--- config.mk ---
export PLATFORM = sky130hd
export DESIGN_NAME = clipped_line_rasterizer_flat
export DESIGN_NICKNAME = d
export VERILOG_FILES = /design/src/sv/clr_pkg.sv /design/src/sv/clr_line_if.sv /design/src/sv/clr_pixel_if.sv /design/src/sv/clr_walker.sv /design/src/sv/clr_emit.sv /design/src/sv/clipped_line_rasterizer.sv /design/src/flat_wrapper.sv
export SDC_FILE = /design/constraint.sdc
export NUM_CORES = 1
export LEC_CHECK = 0
export BUFFER_PORTS_ARGS = -buffer_cell sky130_fd_sc_hd__buf_2
export CORE_MARGIN = 8
export CORE_UTILIZATION = 45
export CTS_BUF_LIST = sky130_fd_sc_hd__clkbuf_4 sky130_fd_sc_hd__clkbuf_8
export DETAILED_ROUTE_END_ITERATION = 7
export PLACE_DENSITY_LB_ADDON = 0.05
export SLEW_MARGIN = 20
export SYNTH_ARGS = -nofsm -noshare
export SYNTH_HDL_FRONTEND = slang
export SYNTH_HIERARCHICAL = 1
export SYNTH_SLANG_ARGS = --single-unit
--- constraint.sdc ---
create_clock -name clk -period 13.57 [get_ports clk]
set_clock_uncertainty 0.15 [all_clocks]
set_input_delay 3.3925 -clock clk [delete_from_list [all_inputs] [get_ports clk]]
set_output_delay 3.3925 -clock clk [all_outputs]
set_load 0.02 [all_outputs]
--- src/sv/clr_pkg.sv ---
package clr_pkg;

    // coordinate and field widths
    localparam int COORD_W  = 8;
    localparam int PIXEL_W  = 6;
    localparam int COLOR_W  = 8;
    localparam int SIZE_W   = 7;
    localparam int WALK_W   = COORD_W + 1;
    localparam int ERR_W    = COORD_W + 3;

    // canvas limit, also the reach of the pixel coordinates
    localparam int CANVAS_MAX = 64;
    localparam logic [SIZE_W-1:0] SIZE_RESET = SIZE_W'(CANVAS_MAX);

    // configuration register indexes
    localparam logic CFG_CANVAS_WIDTH  = 1'b0;
    localparam logic CFG_CANVAS_HEIGHT = 1'b1;

    // one walk step offered by the walker to the output stage
    typedef struct packed {
        logic               active;
        logic               pix;
        logic               fin;
        logic [PIXEL_W-1:0] x;
        logic [PIXEL_W-1:0] y;
        logic [COLOR_W-1:0] color;
    } walk_t;

    // clamp a canvas register to the usable size
    function automatic logic [SIZE_W-1:0] clamp_size(input logic [SIZE_W-1:0] v);
        logic [SIZE_W-1:0] r;
        r = (v > SIZE_W'(CANVAS_MAX)) ? SIZE_W'(CANVAS_MAX) : v;
        return r;
    endfunction

endpackage

--- src/sv/clr_line_if.sv ---
interface clr_line_if;
    logic                                valid;
    logic                                ready;
    logic signed [clr_pkg::COORD_W-1:0]  start_x;
    logic signed [clr_pkg::COORD_W-1:0]  start_y;
    logic signed [clr_pkg::COORD_W-1:0]  end_x;
    logic signed [clr_pkg::COORD_W-1:0]  end_y;
    logic        [clr_pkg::COLOR_W-1:0]  line_color;

    modport source (output valid, start_x, start_y, end_x, end_y, line_color, input ready);
    modport sink   (input valid, start_x, start_y, end_x, end_y, line_color, output ready);
endinterface

--- src/sv/clr_pixel_if.sv ---
interface clr_pixel_if;
    logic                         valid;
    logic                         ready;
    logic [clr_pkg::PIXEL_W-1:0]  pixel_x;
    logic [clr_pkg::PIXEL_W-1:0]  pixel_y;
    logic [clr_pkg::COLOR_W-1:0]  pixel_color;
    logic                         last_pixel;

    modport source (output valid, pixel_x, pixel_y, pixel_color, last_pixel, input ready);
    modport sink   (input valid, pixel_x, pixel_y, pixel_color, last_pixel, output ready);
endinterface

--- src/sv/clr_walker.sv ---
module clr_walker (
    input  logic                          clk,
    input  logic                          rst_n,
    clr_line_if.sink                      cmd,
    input  logic [clr_pkg::SIZE_W-1:0]    canvas_w,
    input  logic [clr_pkg::SIZE_W-1:0]    canvas_h,
    output clr_pkg::walk_t                ev,
    input  logic                          take
);

    localparam int CW = clr_pkg::COORD_W;
    localparam int WW = clr_pkg::WALK_W;
    localparam int EW = clr_pkg::ERR_W;

    localparam logic [1:0] ST_IDLE = 2'd0;
    localparam logic [1:0] ST_DIFF = 2'd1;
    localparam logic [1:0] ST_INIT = 2'd2;
    localparam logic [1:0] ST_WALK = 2'd3;

    logic [1:0]                  state_reg, state_next;
    logic signed [CW-1:0]        x0_reg, y0_reg, x1_reg, y1_reg;
    logic [clr_pkg::COLOR_W-1:0] color_reg;
    logic signed [WW-1:0]        dx_reg, dy_reg;
    logic [CW-1:0]               adx_reg, ady_reg;
    logic                        steep_reg, up_reg;
    logic signed [WW-1:0]        maj_reg, mnr_reg, stop_reg;
    logic signed [WW-1:0]        maj_next, mnr_next, stop_next;
    logic signed [EW-1:0]        e_reg, e_next;
    logic signed [EW-1:0]        inc_a_reg, inc_b_reg;

    logic signed [WW-1:0]        dx_c, dy_c;
    logic [CW-1:0]               adx_c, ady_c, maj_abs, mnr_abs;
    logic                        steep_c;
    logic signed [EW-1:0]        mnr2, maj2, e_sum;
    logic signed [WW-1:0]        px, py;
    logic                        in_canvas, fin;

    assign cmd.ready = (state_reg == ST_IDLE);

    // endpoint differences and magnitudes
    always_comb
    begin
        dx_c  = WW'(x1_reg) - WW'(x0_reg);
        dy_c  = WW'(y1_reg) - WW'(y0_reg);
        adx_c = dx_c[WW-1] ? CW'(-dx_c) : dx_c[CW-1:0];
        ady_c = dy_c[WW-1] ? CW'(-dy_c) : dy_c[CW-1:0];
    end

    // major/minor split and error-term increments
    always_comb
    begin
        steep_c = (ady_reg > adx_reg);
        maj_abs = steep_c ? ady_reg : adx_reg;
        mnr_abs = steep_c ? adx_reg : ady_reg;
        mnr2    = EW'({1'b0, mnr_abs, 1'b0});
        maj2    = EW'({1'b0, maj_abs, 1'b0});
    end

    // current pixel and canvas test
    always_comb
    begin
        px  = steep_reg ? mnr_reg : maj_reg;
        py  = steep_reg ? maj_reg : mnr_reg;
        in_canvas = !px[WW-1] && !py[WW-1]
                    && ({1'b0, px[CW-1:0]} < {2'b0, canvas_w})
                    && ({1'b0, py[CW-1:0]} < {2'b0, canvas_h});
        fin = (maj_reg == stop_reg);
    end

    // shared error-term adder
    assign e_sum = e_reg + (e_reg[EW-1] ? inc_a_reg : inc_b_reg);

    always_comb
    begin
        ev.active = (state_reg == ST_WALK);
        ev.pix    = in_canvas;
        ev.fin    = fin;
        ev.x      = px[clr_pkg::PIXEL_W-1:0];
        ev.y      = py[clr_pkg::PIXEL_W-1:0];
        ev.color  = color_reg;
    end

    // sequencer
    always_comb
    begin
        state_next = state_reg;
        maj_next   = maj_reg;
        mnr_next   = mnr_reg;
        stop_next  = stop_reg;
        e_next     = e_reg;
        case (state_reg)
            ST_IDLE:
            begin
                if (cmd.valid)
                    state_next = ST_DIFF;
            end
            ST_DIFF:
            begin
                state_next = ST_INIT;
            end
            ST_INIT:
            begin
                state_next = ST_WALK;
                e_next     = mnr2 - EW'({1'b0, maj_abs});
                if (!steep_c)
                begin
                    if (!dx_reg[WW-1])
                    begin
                        maj_next = WW'(x0_reg); mnr_next = WW'(y0_reg); stop_next = WW'(x1_reg);
                    end
                    else
                    begin
                        maj_next = WW'(x1_reg); mnr_next = WW'(y1_reg); stop_next = WW'(x0_reg);
                    end
                end
                else
                begin
                    if (!dy_reg[WW-1])
                    begin
                        maj_next = WW'(y0_reg); mnr_next = WW'(x0_reg); stop_next = WW'(y1_reg);
                    end
                    else
                    begin
                        maj_next = WW'(y1_reg); mnr_next = WW'(x1_reg); stop_next = WW'(y0_reg);
                    end
                end
            end
            ST_WALK:
            begin
                if (take)
                begin
                    if (fin)
                        state_next = ST_IDLE;
                    else
                    begin
                        maj_next = maj_reg + WW'(1);
                        e_next   = e_sum;
                        if (!e_reg[EW-1])
                            mnr_next = up_reg ? mnr_reg + WW'(1) : mnr_reg - WW'(1);
                    end
                end
            end
            default:
            begin
                state_next = ST_IDLE;
            end
        endcase
    end

    always_ff @(posedge clk or negedge rst_n)
    begin
        if (!rst_n)
            state_reg <= ST_IDLE;
        else
            state_reg <= state_next;
    end

    // datapath registers
    always_ff @(posedge clk)
    begin
        maj_reg  <= maj_next;
        mnr_reg  <= mnr_next;
        stop_reg <= stop_next;
        e_reg    <= e_next;
        if (cmd.valid && cmd.ready)
        begin
            x0_reg    <= cmd.start_x;
            y0_reg    <= cmd.start_y;
            x1_reg    <= cmd.end_x;
            y1_reg    <= cmd.end_y;
            color_reg <= cmd.line_color;
        end
        if (state_reg == ST_DIFF)
        begin
            dx_reg  <= dx_c;
            dy_reg  <= dy_c;
            adx_reg <= adx_c;
            ady_reg <= ady_c;
            up_reg  <= (dx_c != '0) && (dy_c != '0) && (dx_c[WW-1] == dy_c[WW-1]);
        end
        if (state_reg == ST_INIT)
        begin
            steep_reg <= steep_c;
            inc_a_reg <= mnr2;
            inc_b_reg <= mnr2 - maj2;
        end
    end

    // checks
    a_walk_bound: assert property (@(posedge clk) disable iff (!rst_n)
        (state_reg == ST_WALK) |-> (maj_reg <= stop_reg))
        else $error("major coordinate ran past the stop point");

    a_fin_idle: assert property (@(posedge clk) disable iff (!rst_n)
        (state_reg == ST_WALK && take && fin) |=> (state_reg == ST_IDLE))
        else $error("walk did not end after its final step");

    a_take_walk: assert property (@(posedge clk) disable iff (!rst_n)
        take |-> (state_reg == ST_WALK))
        else $error("step taken outside the walk");

endmodule

--- src/sv/clr_emit.sv ---
module clr_emit (
    input  logic                 clk,
    input  logic                 rst_n,
    input  clr_pkg::walk_t       ev,
    output logic                 take,
    clr_pixel_if.source          pix
);

    localparam int PW = clr_pkg::PIXEL_W;
    localparam int KW = clr_pkg::COLOR_W;

    logic          pend_valid_reg, pend_valid_next;
    logic          pend_last_reg, pend_last_next;
    logic [PW-1:0] pend_x_reg, pend_y_reg;
    logic [KW-1:0] pend_color_reg;
    logic          out_valid_reg, out_valid_next;
    logic          out_last_reg;
    logic [PW-1:0] out_x_reg, out_y_reg;
    logic [KW-1:0] out_color_reg;
    logic          out_free, push;

    // the held pixel leaves once it is known whether it is the last one
    assign out_free = !out_valid_reg || pix.ready;
    assign push     = pend_valid_reg && out_free && (pend_last_reg || (ev.active && ev.pix));
    assign take     = ev.active
                      && (!pend_valid_reg || push || (!ev.pix && !pend_last_reg));

    // lookahead slot and output register control
    always_comb
    begin
        pend_valid_next = pend_valid_reg;
        pend_last_next  = pend_last_reg;
        if (push)
        begin
            pend_valid_next = 1'b0;
            pend_last_next  = 1'b0;
        end
        if (take && ev.pix)
        begin
            pend_valid_next = 1'b1;
            pend_last_next  = ev.fin;
        end
        else if (take && ev.fin && pend_valid_reg && !push)
            pend_last_next = 1'b1;

        out_valid_next = out_valid_reg;
        if (push)
            out_valid_next = 1'b1;
        else if (pix.ready)
            out_valid_next = 1'b0;
    end

    always_ff @(posedge clk or negedge rst_n)
    begin
        if (!rst_n)
        begin
            pend_valid_reg <= 1'b0;
            pend_last_reg  <= 1'b0;
            out_valid_reg  <= 1'b0;
        end
        else
        begin
            pend_valid_reg <= pend_valid_next;
            pend_last_reg  <= pend_last_next;
            out_valid_reg  <= out_valid_next;
        end
    end

    always_ff @(posedge clk)
    begin
        if (take && ev.pix)
        begin
            pend_x_reg     <= ev.x;
            pend_y_reg     <= ev.y;
            pend_color_reg <= ev.color;
        end
        if (push)
        begin
            out_x_reg     <= pend_x_reg;
            out_y_reg     <= pend_y_reg;
            out_color_reg <= pend_color_reg;
            out_last_reg  <= pend_last_reg;
        end
    end

    assign pix.valid       = out_valid_reg;
    assign pix.pixel_x     = out_x_reg;
    assign pix.pixel_y     = out_y_reg;
    assign pix.pixel_color = out_color_reg;
    assign pix.last_pixel  = out_last_reg;

    // checks
    a_last_held: assert property (@(posedge clk) disable iff (!rst_n)
        pend_last_reg |-> pend_valid_reg)
        else $error("last mark without a held pixel");

    a_push_out: assert property (@(posedge clk) disable iff (!rst_n)
        push |=> out_valid_reg)
        else $error("pushed pixel not presented");

    a_push_room: assert property (@(posedge clk) disable iff (!rst_n)
        push |-> out_free)
        else $error("pixel pushed over a waiting transfer");

endmodule

--- src/sv/clipped_line_rasterizer.sv ---
// Bresenham line rasterizer with canvas clipping. Each line command is taken on
// cmd and walked from the endpoint with the lower major coordinate; every pixel
// inside the canvas set by canvas_width and canvas_height (values above 64 act
// as 64, zero drops every pixel) goes out on pix with the line color, the last
// one carrying last_pixel. A command is taken in the idle state, passes
// the setup states DIFF and INIT, then is walked one pixel position per
// cycle along the major axis through the single error-term adder while
// pix does not stall; a stall on pix holds the walk. cmd.ready stays low
// until the walk ends; a one-pixel lookahead slot and an output register
// let the next command be taken while the final pixels of a line still wait.
module clipped_line_rasterizer (
    input  logic                          clk,
    input  logic                          rst_n,
    input  logic                          cfg_we,
    input  logic                          cfg_index,
    input  logic [clr_pkg::SIZE_W-1:0]    cfg_data,
    clr_line_if.sink                      cmd,
    clr_pixel_if.source                   pix
);

    logic [clr_pkg::SIZE_W-1:0] canvas_width_reg, canvas_height_reg;
    logic [clr_pkg::SIZE_W-1:0] canvas_w, canvas_h;
    clr_pkg::walk_t             ev;
    logic                       take;

    // configuration registers
    always_ff @(posedge clk or negedge rst_n)
    begin
        if (!rst_n)
        begin
            canvas_width_reg  <= clr_pkg::SIZE_RESET;
            canvas_height_reg <= clr_pkg::SIZE_RESET;
        end
        else if (cfg_we)
        begin
            case (cfg_index)
                clr_pkg::CFG_CANVAS_WIDTH:  canvas_width_reg  <= cfg_data;
                clr_pkg::CFG_CANVAS_HEIGHT: canvas_height_reg <= cfg_data;
                default: ;
            endcase
        end
    end

    // usable canvas size
    assign canvas_w = clr_pkg::clamp_size(canvas_width_reg);
    assign canvas_h = clr_pkg::clamp_size(canvas_height_reg);

    clr_walker u_walker (
        .clk      (clk),
        .rst_n    (rst_n),
        .cmd      (cmd),
        .canvas_w (canvas_w),
        .canvas_h (canvas_h),
        .ev       (ev),
        .take     (take)
    );

    clr_emit u_emit (
        .clk   (clk),
        .rst_n (rst_n),
        .ev    (ev),
        .take  (take),
        .pix   (pix)
    );

endmodule

--- src/flat_wrapper.sv ---
// flat-port wrapper written by rule: the top's interface ports become plain ports
module clipped_line_rasterizer_flat 
  (clk, rst_n, cfg_we, cfg_index, cfg_data, cmd_valid, cmd_start_x, cmd_start_y, cmd_end_x, cmd_end_y, cmd_line_color, cmd_ready, pix_valid, pix_pixel_x, pix_pixel_y, pix_pixel_color, pix_last_pixel, pix_ready);
  clr_line_if cmd_i ();
  clr_pixel_if pix_i ();
  input  logic clk;
  input  logic rst_n;
  input  logic cfg_we;
  input  logic cfg_index;
  input  logic [clr_pkg::SIZE_W-1:0] cfg_data;
  input wire logic [$bits(cmd_i.valid)-1:0] cmd_valid;
  input wire logic [$bits(cmd_i.start_x)-1:0] cmd_start_x;
  input wire logic [$bits(cmd_i.start_y)-1:0] cmd_start_y;
  input wire logic [$bits(cmd_i.end_x)-1:0] cmd_end_x;
  input wire logic [$bits(cmd_i.end_y)-1:0] cmd_end_y;
  input wire logic [$bits(cmd_i.line_color)-1:0] cmd_line_color;
  output wire logic [$bits(cmd_i.ready)-1:0] cmd_ready;
  output wire logic [$bits(pix_i.valid)-1:0] pix_valid;
  output wire logic [$bits(pix_i.pixel_x)-1:0] pix_pixel_x;
  output wire logic [$bits(pix_i.pixel_y)-1:0] pix_pixel_y;
  output wire logic [$bits(pix_i.pixel_color)-1:0] pix_pixel_color;
  output wire logic [$bits(pix_i.last_pixel)-1:0] pix_last_pixel;
  input wire logic [$bits(pix_i.ready)-1:0] pix_ready;
  assign cmd_i.valid = cmd_valid;
  assign cmd_i.start_x = cmd_start_x;
  assign cmd_i.start_y = cmd_start_y;
  assign cmd_i.end_x = cmd_end_x;
  assign cmd_i.end_y = cmd_end_y;
  assign cmd_i.line_color = cmd_line_color;
  assign cmd_ready = cmd_i.ready;
  assign pix_valid = pix_i.valid;
  assign pix_pixel_x = pix_i.pixel_x;
  assign pix_pixel_y = pix_i.pixel_y;
  assign pix_pixel_color = pix_i.pixel_color;
  assign pix_last_pixel = pix_i.last_pixel;
  assign pix_i.ready = pix_ready;
  clipped_line_rasterizer u_core (.clk(clk), .rst_n(rst_n), .cfg_we(cfg_we), .cfg_index(cfg_index), .cfg_data(cfg_data), .cmd(cmd_i), .pix(pix_i));
endmodule
# Word level (Yosys, flattened, before mapping)
# Index checks and enable logic that the tools add are counted.
dict set report word_totals {
  ff_bits 193
  latch_bits 0
  ramBits 0
  rom_bits 0
  in_bits 53
  output_inout_bits 23
  elab_cells 133
  n_memories 0
}
dict set report op_classes {
  add_sub_neg 10
  n_mul 0
  n_div 0
  magnitude_cmp 5
  n_eq_ne 10
  shifts 0
  mux 39
  n_bitwise 1
  n_reduce_logical 38
}
# cell count
set op_table {}
lappend op_table {{9-bit 2-to-1 mux} 17}
lappend op_table {{9-bit one-hot mux with 2 select lines} 2}
lappend op_table {{11-bit 2-to-1 mux} 3}
lappend op_table {{8-bit 2-to-1 mux} 4}
lappend op_table {{11-bit one-hot mux with 2 select lines} 1}
lappend op_table {{9-bit by 2-bit adder with 9-bit output (second input constant)} 2}
lappend op_table {{9-bit nonzero test} 2}
lappend op_table {{8-bit by 8-bit subtractor with 9-bit output} 2}
lappend op_table {{8-bit by 7-bit less-than comparator with 1-bit output} 2}
lappend op_table {{8-bit negator} 2}
lappend op_table {{1-bit logical AND} 15}
lappend op_table {{7-bit greater-than comparator (second input constant)} 2}
lappend op_table {{7-bit 2-to-1 mux} 2}
lappend op_table {{11-bit adder} 1}
lappend op_table {{9-bit by 8-bit subtractor with 10-bit output} 1}
lappend op_table {{9-bit by 9-bit subtractor with 10-bit output} 1}
lappend op_table {{9-bit equality test} 1}
lappend op_table {{9-bit by 2-bit subtractor with 9-bit output (second input constant)} 1}
lappend op_table {{8-bit greater-than comparator} 1}
lappend op_table {{2-bit one-hot mux with 4 select lines} 1}
lappend op_table {{1-bit zero test} 7}
lappend op_table {{1-bit 2-to-1 mux} 6}
lappend op_table {{2-bit 2-to-1 mux} 3}
lappend op_table {{2-bit inequality test (second input constant)} 3}
lappend op_table {{12 further kinds} 21}

# Depth between registers and ports, before layout
dict set report logic_depth {
  depth_word 16
  depth_mapped 20
  ltp_nobuf 17
}

# By module
# Netlist, hierarchy kept.
# mod instances cells_each area_per_inst_um2 seq_area_each_um2
set modules_own_cells {}
lappend modules_own_cells {clr_walker 1 769 8022.7 3443.3}
lappend modules_own_cells {clr_emit 1 60 1410.1 1306.3}
lappend modules_own_cells {clipped_line_rasterizer 1 45 650.6 352.8}

# Worst setup path before layout
# Ideal clock, no wire load.
dict set report synth_timing {
  path_kind {input to register}
  from {in pix_ready}
  to {reg u_core.u_walker.mnr_reg[0] (enable)}
  setup_time_ps 389
  t_arrival_ps 5567
  required_ps 13031
  setup_slack_ps 7464
  cell_stages 5
  n_path_buf 0
  cell_sequence {nand3b_1 > o21a_1 > nand2_1 > o22ai_1 > a21boi_0}
}
dict set report synth_via {
  elab_chain_len 8
}
# element line_no
set synth_lines {}
lappend synth_lines {{start: declaration} flat_wrapper.sv:23} ;# input wire logic [$bits(pix_i.ready)-1:0] pix_ready;
lappend synth_lines {{1-bit logical OR} clr_emit.sv:23} ;# assign out_free = !out_valid_reg || pix.ready;
lappend synth_lines {{1-bit logical AND (2 in series)} clr_emit.sv:24} ;# assign push = pend_valid_reg && out_free && (pend_last_reg || (ev.active && ev.pix));
lappend synth_lines {{1-bit logical OR (2 in series)} clr_emit.sv:26} ;# && (!pend_valid_reg || push || (!ev.pix && !pend_last_reg));
lappend synth_lines {{1-bit logical AND} clr_emit.sv:26}
lappend synth_lines {{named net u_core.take} clipped_line_rasterizer.sv:24} ;# logic take;
lappend synth_lines {{2-bit by 1-bit inequality test with 1-bit output (no source line)} -}
lappend synth_lines {{4-bit AND reduction (no source line)} -}
lappend synth_lines {{end signal: assignment} clr_walker.sv:162} ;# mnr_reg <= mnr_next;
lappend synth_lines {{end: declaration} clr_walker.sv:26} ;# logic signed [WW-1:0] maj_reg, mnr_reg, stop_reg;
# The timed path passes the listed nets, and every way through them passes these cells.
# A chain may end at the register's enable or synchronous reset.

# Worst setup path after layout
dict set report layout_timing {
  from {reg u_core.u_walker.adx_reg[1]}
  to {reg u_core.u_walker.e_reg[8], data pin}
}
dict set report layout_via {
  elab_chain_len 4
  elab_cells_between_ends 5
  cone_classes {add/sub (1); order compare (1); mux (3)}
}
# element line_no
set layout_lines {}
lappend layout_lines {{start: declaration} clr_walker.sv:24} ;# logic [CW-1:0] adx_reg, ady_reg;
lappend layout_lines {{start signal: assignment} clr_walker.sv:177} ;# adx_reg <= adx_c;
lappend layout_lines {{8-bit greater-than comparator} clr_walker.sv:52} ;# steep_c = (ady_reg > adx_reg);
lappend layout_lines {{8-bit 2-to-1 mux} clr_walker.sv:54} ;# mnr_abs = steep_c ? adx_reg : ady_reg;
lappend layout_lines {{named net u_core.u_walker.mnr_abs[0]} clr_walker.sv:32} ;# logic [CW-1:0] adx_c, ady_c, maj_abs, mnr_abs;
lappend layout_lines {{9-bit by 8-bit subtractor with 10-bit output} clr_walker.sv:104} ;# e_next = mnr2 - EW'({1'b0, maj_abs});
lappend layout_lines {{11-bit one-hot mux with 2 select lines} clr_walker.sv:91} ;# case (state_reg)
lappend layout_lines {{named net u_core.u_walker.e_next[8]} clr_walker.sv:28} ;# logic signed [EW-1:0] e_reg, e_next;
lappend layout_lines {{end signal: assignment} clr_walker.sv:164} ;# e_reg <= e_next;
lappend layout_lines {{end: declaration} clr_walker.sv:28}
# The timed path passes the listed nets, and every way through them passes these cells.

==> results.py <==
metrics = {
    "clock_network": {
        "cts_resized": 0,
        "clkTransAtPathRegs_ns": 0.09,
        "postCtsSetupBuffers": 0,
        "cts_buffers": 17,
        "root_buffer": "clkbuf_8",
        "cts_num_sinks": 173,
        "holdBufCountCts": 0,
        "h-tree-depth": 4,
        "worstSkewPairLatency_ns": 0.47,
        "clock_path_buffers": 2,
        "cts_tree": "built",
    },
    "worst_setup_path": {
        "cp.required_ns": 13.62,
        "critPathArrivalTime_ns": 5.20,
        "r2r_cells": 17,
        "start_kind": "register",
        "cp-end-kind": "register",
        "crit_path_max_fanout": 61,
        "timing.rr.start": "u_core/u_walker/adx_reg[1]",
        "worstSetupStartpoint": "u_core/u_walker/adx_reg[1]",
        "path_class": "reg2reg",
    },
    "drt": {
        "wl_met1_mm": 10.7,
        "drt_iter0_drc": 422,
        "route.detailed.drc": 0,
        "firstDrtPassIters": 5,
        "drtAntennaViolNets": 0,
        "routed_via_density": 5.30,
        "wire_per_inst_um": 17.1,
        "highest_layer": "met4",
        "wl_met3_um": 727,
        "via_count": 6551,
        "wl_met2_mm": 9.45,
        "routed_wl_mm": 21.2,
    },
    "sta": {
        "tns_ns": 0,
        "tightest_slew_ns": 1.01,
        "max-slew-margin-rel": 0.328,
        "period_share": 0.380,
        "fmax_mhz": 194,
        "rsz0062_at_grt": "no",
        "final-hold-violation-count": 0,
        "slew_violations": 0,
        "layout_min_cycle_time_ns": 5.15,
        "finalSetupViolations": 0,
    },
    "logic_synthesis": {
        "synth_area_leaders": "edfxtp_1 46%, ha_1 8.2%, dfrtp_1 4.2%",
        "synthSimpleGateAreaFrac": 0.0959,
        "ys_seq_area_frac": 0.506,
        "syn_area_per_cell_sq_um": 11.5,
        "synth_nets": 998,
        "synthTopCellsByCount": "154 x edfxtp_1, 72 x inv_1, 66 x ha_1, 65 x nand2_1, 58 x o21ai_0",
        "yosys_warnings": 6,
        "ys.flop_type": "edfxtp_1",
        "syn_area_sq_um": 10100,
        "syn_inst": 874,
        "synth_compound_area_frac": 0.125,
        "synth_fa_ha_area_frac": 0.0938,
        "yosysTopAreaCell": "edfxtp_1",
        "synth_seq_cells": 173,
        "synthMuxAreaShare": 0.0803,
        "synth_xor_xnor_area_share": 0.0556,
        "synth_top_area_frac": 0.459,
        "synth_top_family_by_area": "compound AO/OA/AOI/OAI gates",
        "async_flop_share": 0.110,
        "yosysMostFrequentCell": "edfxtp_1",
        "synth-edff-count": 154,
        "synth.distinct_cells": 75,
    },
    "die": {
        "std_cell_rows": 54,
        "core-area_sq_um": 21900,
        "die_y_um": 166,
        "dieArea_sq_um": 27500,
        "die_w_um": 166,
        "start_util": 0.461,
        "io_pins": 76,
    },
    "min_path": {
        "hp-class": "reg2reg",
        "min_path_cells": 0,
        "min_from": "u_core/u_walker/color_reg[0]",
    },
    "placement": {
        "dp_hpwl_mm": 16.2,
        "placedCellCount": 1204,
        "gp_congestion": 0.928,
        "place.port_buffers": 75,
    },
    "final_layout": {
        "fin_cells": 1236,
        "layout-drive-gt1-share": 0.192,
        "insertedDiodeCount": 0,
        "nFillCells": 1969,
        "layout.nets": 1067,
        "area_growth_syn_to_layout_pct": 10.1,
        "fin_util": 0.507,
        "largest_register_ffs": 10,
    },
    "grt": {
        "track_usage": 0.154,
        "grt_antenna_before_repair": 0,
        "overflow": 0,
        "grt_max_degree": 62,
        "grt_first_pass_wirelength_mm": 34.3,
        "grt_pass1_vias": 6556,
    },
    "job": {
        "drv_cap": 0,
    },
    "run_status": {
        "status": "complete, no violations",
    },
}
-- worst max-delay path, cell delays in order (launching register included) --
cell and delay [ns]:
edfxtp_1 0.43, inv_1 0.08, ha_1 0.35, nor2b_1 0.15, o211a_1 0.22, o21ai_2 0.30
and2_4 0.66, inv_4 0.24, mux2_2 0.38, fa_1 0.46, a21oi_1 0.26, maj3_1 0.21
a21bo_2 0.22, a31oi_1 0.22, o21ai_0 0.13, a21oi_1 0.19, xnor2_1 0.13, o21ai_0 0.08
-- stage by stage --
| stage | instance area (sq um) | worst slack (ns) | hold slack [ns] |
|---|---|---|---|
| after floorplan | 10100 | 7.46 | 0.250 |
| after CTS | 11100 | 8.46 | 0.278 |
| after global placement | 10700 | 8.46 | 0.252 |
| final | 11100 | 8.42 | 0.276 |
| after detailed placement | 10700 | 8.44 | 0.255 |
| after global routing | 11100 | 8.13 | 0.279 |
-- logic make-up after synthesis --
group,after synthesis
compound gates,197
xor+xnor,64
fa+ha+maj,73
buf+inv,104
flops,173
mux,69
simple gates,194
-- layout make-up --
type / instances / area [sq um] / area share
repair buffers: 81 / 420 / 0.0379
well taps: 280 / 350 / 0.0316
clock buffers: 18 / 248 / 0.0223
clock inverters: 14 / 148 / 0.0133
inverters: 73 / 277 / 0.0249
flip-flops and latches: 173 / 5100 / 0.460
multi-input cells: 597 / 4550 / 0.410
-- worst paths after layout --
path,to,slack (ns)
max,u_core/u_walker/e_reg[8],8.42
min,u_core/u_emit/pend_color_reg[0],0.28
max reg2reg,u_core/u_walker/e_reg[8],8.42
min reg2reg,u_core/u_emit/pend_color_reg[0],0.28
max in group asynchronous,u_core/canvas_width_reg[6],10.19
min in group asynchronous,u_core/canvas_height_reg[3],2.73
-- layer usage --
layer  GRT usage  up-vias
li1            -     3284
met1       0.216     3103
met2       0.235      142
met3      0.0329       22
met4      0.0451        0
met5           0        -
-- cell usage in the layout, fill, tap and decap left out, types with 29 or more instances in the layout --
master / instances
ha_1: 65
nor2_1: 37
edfxtp_1: 154
nor2b_1: 29
mux2_2: 32
buf_2: 75
nand2_1: 65
xnor2_1: 33
xor2_1: 31
a21oi_1: 49
inv_1: 72
o21ai_0: 58
Power is not shown: default switching activity piles up to over one toggle a cycle in this logic, so the estimate is an artifact.
